===== src/rtl/pcps_pkg.sv =====
// Shared types, widths and constants for the particle cell pair scatter block.
`default_nettype none
package pcps_pkg;

    localparam int unsigned DEF_DIMS     = 3;
    localparam int unsigned DEF_GRID_Y   = 64;
    localparam int unsigned DEF_GRID_Z   = 64;
    localparam int unsigned DEF_MAX_SPAN = 4;
    localparam int unsigned MAX_RESULTS  = 64;

    localparam int unsigned COORD_W    = 32;
    localparam int unsigned WID_W      = 31;
    localparam int unsigned SLAB_W     = 7;
    localparam int unsigned LO_W       = 13;
    localparam int unsigned NUM_W      = 34;
    localparam int unsigned MAG_W      = 33;
    localparam int unsigned QUO_W      = 35;
    localparam int unsigned MUL_W      = LO_W + 1 + WID_W;
    localparam int unsigned D_W        = 47;
    localparam int unsigned DSQ_W      = 64;
    localparam int unsigned CELL_W     = 18;
    localparam int unsigned TAG_W      = 32;
    localparam int unsigned CFG_IDX_W  = 3;
    localparam int unsigned CFG_DATA_W = 32;

    typedef enum logic [CFG_IDX_W-1:0] {
        CFG_ORIGIN_X  = 3'd0,
        CFG_ORIGIN_Y  = 3'd1,
        CFG_ORIGIN_Z  = 3'd2,
        CFG_WIDTH_X   = 3'd3,
        CFG_WIDTH_Y   = 3'd4,
        CFG_WIDTH_Z   = 3'd5,
        CFG_SLAB_LOW  = 3'd6,
        CFG_SLAB_HIGH = 3'd7
    } t_cfg_idx;

    typedef struct packed {
        logic       load;
        logic       div_start;
        logic       div_side;
        logic       div_store;
        logic       clip;
        logic       sq_mul;
        logic       sq_add;
        logic       sq0;
        logic       sq1;
        logic       sq2;
        logic       emit_init;
        logic       emit;
        logic       over_load;
        logic [1:0] axis;
    } t_cmd;

    typedef struct packed {
        logic div_done;
        logic any_empty;
        logic any_over;
        logic sq_last;
        logic emit_last;
        logic out_free;
    } t_stat;

endpackage
`default_nettype wire


===== src/rtl/pcps_ctrl.sv =====
// Sequencer: divisions per axis, clipping, distance tables, then pair emission or a single overflow word.
`default_nettype none
module pcps_ctrl
    import pcps_pkg::*;
#(
    parameter int unsigned DIMS = DEF_DIMS
) (
    input  wire logic  i_clk,
    input  wire logic  i_rst_n,
    input  wire logic  i_valid,
    output logic       o_ready,
    input  wire t_stat i_stat,
    output t_cmd       o_cmd
);
    localparam logic [1:0] AXIS_LAST = 2'(DIMS - 1);

    typedef enum logic [11:0] {
        S_IDLE  = 12'b0000_0000_0001,
        S_DIV   = 12'b0000_0000_0010,
        S_DIVW  = 12'b0000_0000_0100,
        S_CLIP  = 12'b0000_0000_1000,
        S_CHECK = 12'b0000_0001_0000,
        S_OVER  = 12'b0000_0010_0000,
        S_MUL   = 12'b0000_0100_0000,
        S_ADD   = 12'b0000_1000_0000,
        S_SQ0   = 12'b0001_0000_0000,
        S_SQ1   = 12'b0010_0000_0000,
        S_SQ2   = 12'b0100_0000_0000,
        S_EMIT  = 12'b1000_0000_0000
    } t_state;

    t_state     r_state, n_state;
    logic [1:0] r_axis, n_axis;
    logic       r_side, n_side;

    always_comb begin
        n_state = r_state;
        n_axis  = r_axis;
        n_side  = r_side;
        o_cmd   = '0;
        o_cmd.axis     = r_axis;
        o_cmd.div_side = r_side;
        o_ready = 1'b0;
        case (r_state)
            S_IDLE: begin
                o_ready = 1'b1;
                if (i_valid) begin
                    o_cmd.load = 1'b1;
                    n_axis  = '0;
                    n_side  = 1'b0;
                    n_state = S_DIV;
                end
            end
            S_DIV: begin
                o_cmd.div_start = 1'b1;
                n_state = S_DIVW;
            end
            S_DIVW: begin
                if (i_stat.div_done) begin
                    o_cmd.div_store = 1'b1;
                    n_side  = ~r_side;
                    n_state = r_side ? S_CLIP : S_DIV;
                end
            end
            S_CLIP: begin
                o_cmd.clip = 1'b1;
                if (r_axis == AXIS_LAST) begin
                    n_state = S_CHECK;
                end else begin
                    n_axis  = r_axis + 2'd1;
                    n_state = S_DIV;
                end
            end
            S_CHECK: begin
                n_axis = '0;
                if (i_stat.any_empty) begin
                    n_state = S_IDLE;
                end else if (i_stat.any_over) begin
                    n_state = S_OVER;
                end else begin
                    n_state = S_MUL;
                end
            end
            S_OVER: begin
                if (i_stat.out_free) begin
                    o_cmd.over_load = 1'b1;
                    n_state = S_IDLE;
                end
            end
            S_MUL: begin
                o_cmd.sq_mul = 1'b1;
                n_state = S_ADD;
            end
            S_ADD: begin
                o_cmd.sq_add = 1'b1;
                n_state = S_SQ0;
            end
            S_SQ0: begin
                o_cmd.sq0 = 1'b1;
                n_state = S_SQ1;
            end
            S_SQ1: begin
                o_cmd.sq1 = 1'b1;
                n_state = S_SQ2;
            end
            S_SQ2: begin
                o_cmd.sq2 = 1'b1;
                if (!i_stat.sq_last) begin
                    n_state = S_SQ0;
                end else if (r_axis == AXIS_LAST) begin
                    o_cmd.emit_init = 1'b1;
                    n_state = S_EMIT;
                end else begin
                    n_axis  = r_axis + 2'd1;
                    n_state = S_MUL;
                end
            end
            S_EMIT: begin
                if (i_stat.out_free) begin
                    o_cmd.emit = 1'b1;
                    if (i_stat.emit_last) begin
                        n_state = S_IDLE;
                    end
                end
            end
            default: begin
                n_state = S_IDLE;
            end
        endcase
    end

    always_ff @(posedge i_clk) begin
        if (!i_rst_n) begin
            r_state <= S_IDLE;
            r_axis  <= '0;
            r_side  <= 1'b0;
        end else begin
            r_state <= n_state;
            r_axis  <= n_axis;
            r_side  <= n_side;
        end
    end
endmodule
`default_nettype wire


===== config.mk =====
export PLATFORM = sky130hd
export DESIGN_NAME = pcps_ctrl
export DESIGN_NICKNAME = d
export VERILOG_FILES = /design/src/rtl/pcps_pkg.sv /design/src/rtl/pcps_ctrl.sv
export SDC_FILE = /design/constraint.sdc
export NUM_CORES = 1
export LEC_CHECK = 0
export BUFFER_PORTS_ARGS = -buffer_cell sky130_fd_sc_hd__buf_2
export CAP_MARGIN = 20
export CORE_AREA = 2 2 48 50
export CTS_CLUSTER_DIAMETER = 30
export CTS_CLUSTER_SIZE = 28
export DETAILED_ROUTE_END_ITERATION = 12
export DIE_AREA = 0 0 50 52
export PLACE_DENSITY = 0.74
export REMOVE_ABC_BUFFERS = 1
export SLEW_MARGIN = 20
export SYNTH_ARGS = -nofsm -noshare
export SYNTH_HDL_FRONTEND = slang
export SYNTH_SLANG_ARGS = --single-unit

===== constraint.sdc =====
create_clock -name i_clk -period 2.4 [get_ports i_clk]
set_input_delay 0.24 -clock i_clk [delete_from_list [all_inputs] [get_ports i_clk]]
set_output_delay 0.24 -clock i_clk [all_outputs]
set_load 0.02 [all_outputs]

Yosys cells after proc, flatten, opt, wreduce, memory -nomap -nowiden --
Cells that the tools add are included.
Word-level totals: flip-flop bits (word level) 15, bits in latches 0, memory bits (writable) 0, ROM bits 0, input port bits 9, output and inout bits 16, word-level logic and storage cells 65, memories kept 0
Cells by class: $add $sub $neg 1, $mul 0, divide/modulo/power cells 0, order comparisons 0, eq/ne operators 19, shift operators 0, multiplexer cells 36, bitwise logic cells 1, reduce and logical (&&, ||, !) cells 5
Operator list (count):
- $pmux 12 s12 | 1
- $mux 12 | 7
- $mux 1 | 18
- $mux 7 | 2
- $eq 12x1->1 const B | 1
- $eq 12x10->1 const B | 1
- $eq 12x11->1 const B | 1
- $eq 12x12->1 const B | 1
- $eq 12x2->1 const B | 1
- $eq 12x3->1 const B | 1
- $eq 12x4->1 const B | 1
- $eq 12x5->1 const B | 1
- $eq 12x6->1 const B | 1
- $eq 12x7->1 const B | 1
- $eq 12x8->1 const B | 1
- $eq 12x9->1 const B | 1
- $ne 2x2->1 const B | 6
- $mux 2 | 4
- $pmux 2 s4 | 1
- $reduce_and 3->1 | 2
- $mux 5 | 1
- $reduce_and 5->1 | 1
- $mux 4 | 1
- $reduce_bool 4->1 | 1
- 5 further kinds | 5

Longest topological paths before layout --
depth in word-level cells 4, mapped depth 6, mapped depth without buffers 5

Worst setup path before layout --
No wires, ideal clock.
path kind register to register, start point register r_state[5], end point register r_state[10], setup time 63 ps, data arrival time 2157 ps, data required time 2337 ps, path slack 180 ps, cell stages (with the launch flop) 5, cell sequence dfxtp_1 -> nor4_4 -> nand3_1 -> nor4b_1 -> and4bb_2
Between the ends: cells in the longest elaborated chain, start to end 3
Ends and longest elaborated chain:
- start: declaration | line pcps_ctrl.sv:32 | t_state r_state, n_state;
- start signal: assignment | line pcps_ctrl.sv:138 | r_state <= n_state;
- $eq 12x3->1, or another cell as far along | line pcps_ctrl.sv:44 | case (r_state)
- $ne 2x2->1 (no line)
- $reduce_and 5->1 (no line)
Several ways; a longest one is shown, not always the timed one. A chain may end at the register's enable or synchronous reset.

==> impl_metrics.py <==
metrics = {
    "run_status": {
        "run_status": "finished clean",
    },
    "critical_path": {
        "cp_data_required_time_ps": 2160,
        "crit_chain": "nor4_2, nand4_1, inv_1, and2_1, buf_2",
        "timing.critical_path.to": "o_cmd[14]",
        "regToRegStartpoint": "r_state[4]",
        "worst_reg2reg_endpoint": "r_state[8]",
        "critical_path.startpoint_type": "flop",
        "critPathCaptureType": "output pin",
        "reg2reg_setup_slack_ps": 300,
        "critical_path.max_fanout": 8,
        "cp.arrival_ps": 2010,
        "rr_worst_depth": 7,
        "crit_path_max_incr_delay_ps": 500,
        "criticalPathCategory": "reg -> out",
        "startpoint": "r_state[8]",
        "cp_max_stage_cell": "sky130_fd_sc_hd__nor4_2",
    },
    "cts": {
        "clock-root-buffer": "sky130_fd_sc_hd__clkbuf_4",
        "maximum_clock_insertion_buffer_count": 2,
        "cts-htree-levels": 1,
        "clkTransAtPathRegs_ps": 90,
        "cts_tree": "built",
        "number_of_buffers_added_to_fix_hold_violations_after_cts": 0,
        "clk_latency_ps": 280,
        "cts_buffers": 3,
        "num_clock_sinks": 15,
    },
    "yosys": {
        "yosys_register_bits": 15,
        "syn-cell-area_um2": 1015,
        "synth-async-reset-ratio_pct": 0,
        "synth_cells": 126,
        "synth_enable_flop_cells": 0,
        "sequential_fraction_of_the_synthesis_area_pct": 29.59,
        "post_synth.cell_area_avg_um2": 8.053,
        "yosys_warnings": 0,
        "synthDistinctLibCells": 44,
        "synth-main-ff-cell": "sky130_fd_sc_hd__dfxtp_1",
    },
    "sta": {
        "finalWorstSetupSlack_ps": 154.0,
        "min_period_ps": 2246,
        "timing.final.hold_violations": 0,
        "holdWs_ps": 227.1,
        "report.final.setup_viol": 0,
        "period_share_pct": 93.58,
        "final_max_slew_viol_count": 0,
        "timing.fmax_mhz": 445.2,
        "grt_setup_unrepaired": "no",
        "worst-slew-pin-transition_ps": 587.3,
        "final_tns_setup_ps": 0,
        "slew-limit-headroom_pct": 60.72,
        "clock-skew-final_ps": 1.906,
    },
    "pwr": {
        "report.power.total_mw": 0.6160,
        "power.static_leakage_nw": 0.5399,
        "largest_voltage_drop_on_the_vdd_net_mv": 0.4243,
        "p_per_area_nw_per_um2": 512.3,
    },
    "place": {
        "hpwl_um": 1953,
        "place_congestion": 0.8202,
        "place_worst_setup_slack_ps": 393.6,
        "dp_cells": 173,
        "placed_cell_area_um2": 1154,
        "port_buffers": 24,
    },
    "global_route": {
        "grt_pass1_vias": 915,
        "globalRouteOverflowTotal": 0,
        "grt_first_pass_wirelength_um": 3960,
        "antenna_found_initial": 0,
        "grt_start_max_net_pins": 11,
        "groute.usage.overall_pct": 20.44,
    },
    "min_path": {
        "timing.hold.worst.class": "in -> reg",
    },
    "routing": {
        "route.vias.total": 1049,
        "drt_pre_antenna_iters": 4,
        "initialDrtViolationCount": 37,
        "drc": 0,
        "detail_route.vias_per_cell": 5.828,
        "drt-wirelength-per-cell_um": 13.74,
        "totalWireLength_um": 2473,
        "antenna_left": 0,
    },
    "die": {
        "die_width_um": 50,
        "fp.dieH_um": 52,
        "io_pins": 25,
        "std_cell_rows": 17,
        "starting_density_pct": 48.19,
        "fp.dieArea_um2": 2600,
        "core_um2": 2106,
    },
    "cells_and_area": {
        "n_antenna_cell": 0,
        "nets_final": 163,
        "layoutNonFillerInstCount": 180,
        "layout.core_utilization_pct": 57.10,
        "layout-area-overhead-vs-synth_pct": 18.50,
        "layout.cell_area.non_filler_um2": 1202,
        "drive_gt1_share_pct": 27.63,
    },
    "run": {
        "max-cap-violations": 0,
    },
}
==> metal layers <==
layer / part of all wire, % / wire length (um) / track usage [%] / vias up
li1: - / - / - / 512
met1: 42 / 1029 / 24.56 / 487
met2: 51 / 1251 / 35.09 / 46
met3: 6.5 / 161 / 2.011 / 4
met4: 1.3 / 31 / 12.50 / 0
met5: 0 / 0 / 0 / -
==> registers in the layout, indices dropped and copies added, names as in the netlist <==
register	cells
r_side	1
r_axis	2
r_state	12
==> report_power, final <==
group          switching (mW)  internal, mW  total, mW
logic                   0.105        0.0781      0.184
registers              0.0263         0.259      0.285
clock network          0.0827        0.0646      0.147
==> worst max-delay path, delay by kind of cell (launching register included) <==
family,cells,cell delay [ps]
flops,1,380
buf+inv,2,310
simple gates,3,1030
==> cell usage in the layout, fill, tap and decap left out, drive strengths merged, types with 2 or more instances in the layout <==
| master | n |
|---|---|
| and2 | 3 |
| buf | 29 |
| xor2 | 4 |
| nor4b | 4 |
| and3 | 2 |
| nor4bb | 2 |
| nand4 | 4 |
| nor3 | 4 |
| nor2b | 2 |
| and4bb | 2 |
| dfxtp | 15 |
| nand4b | 2 |
| inv | 9 |
| nand2 | 5 |
| nand3 | 7 |
| a31oi | 2 |
| clkbuf | 4 |
| nor4 | 3 |
| a21boi | 2 |
| nor2 | 17 |
| o21ai | 9 |
==> worst min path at each step <==
stage | from | to | slack (ps) | depth (start not counted)
4_1_cts | i_stat[4] | r_state[0] | 210 | 3
6_report | i_stat[4] | r_state[0] | 230 | 3
3_3_place_gp | r_axis[1] | r_axis[1] | 490 | 2
3_5_place_dp | r_axis[1] | r_axis[1] | 500 | 2
2_1_floorplan | i_rst_n | r_state[2] | 360 | 1
5_1_grt | i_stat[4] | r_state[0] | 260 | 3
==> cell usage after synthesis (2+ instances only) <==
cell type | count | area [um^2]
sky130_fd_sc_hd__nor2_1 | 17 | 63.81
sky130_fd_sc_hd__dfxtp_1 | 15 | 300.3
sky130_fd_sc_hd__inv_1 | 9 | 33.78
sky130_fd_sc_hd__o21ai_0 | 9 | 45.04
sky130_fd_sc_hd__nand3_1 | 7 | 35.03
sky130_fd_sc_hd__clkbuf_1 | 5 | 18.77
sky130_fd_sc_hd__nand2_1 | 5 | 18.77
sky130_fd_sc_hd__nand4_1 | 4 | 25.02
sky130_fd_sc_hd__nor3_1 | 4 | 20.02
sky130_fd_sc_hd__nor4b_1 | 4 | 35.03
sky130_fd_sc_hd__xor2_1 | 4 | 35.03
sky130_fd_sc_hd__and2_1 | 3 | 18.77
sky130_fd_sc_hd__a21boi_0 | 2 | 15.01
sky130_fd_sc_hd__a31oi_1 | 2 | 12.51
sky130_fd_sc_hd__and3_1 | 2 | 12.51
sky130_fd_sc_hd__and4bb_2 | 2 | 25.02
sky130_fd_sc_hd__nand4b_1 | 2 | 17.52
sky130_fd_sc_hd__nor2b_1 | 2 | 12.51
sky130_fd_sc_hd__nor4_4 | 2 | 42.54
sky130_fd_sc_hd__nor4bb_1 | 2 | 20.02
==> final cells by class <==
cell class,count,area [um^2]
clock buffer,4,26.28
inverter,9,33.78
fill,201,903.4
tap,28,35.03
multi-input combinational,95,649.4
sequential,15,300.3
timing repair buffer,29,157.7
==> kinds of logic after synthesis <==
logic type	after synthesis	synth area share, %
buffers and inverters	16	6.412
muxes	1	1.110
xor gates and xnor gates	5	4.315
DFF	15	29.59
and+or+nand+nor	63	40.07
AOI/OAI and AO/OA	25	17.26
adders and majority gates	1	1.233
==> timing repair <==
| action | 4_1_cts | 5_1_grt |
|---|---|---|
| setup endpoints to repair | 0 | 4 |
| gates resized for setup | 0 | 0 |
| setup buffers | 0 | 3 |
Note: power is estimated with default switching activity, not from simulation.
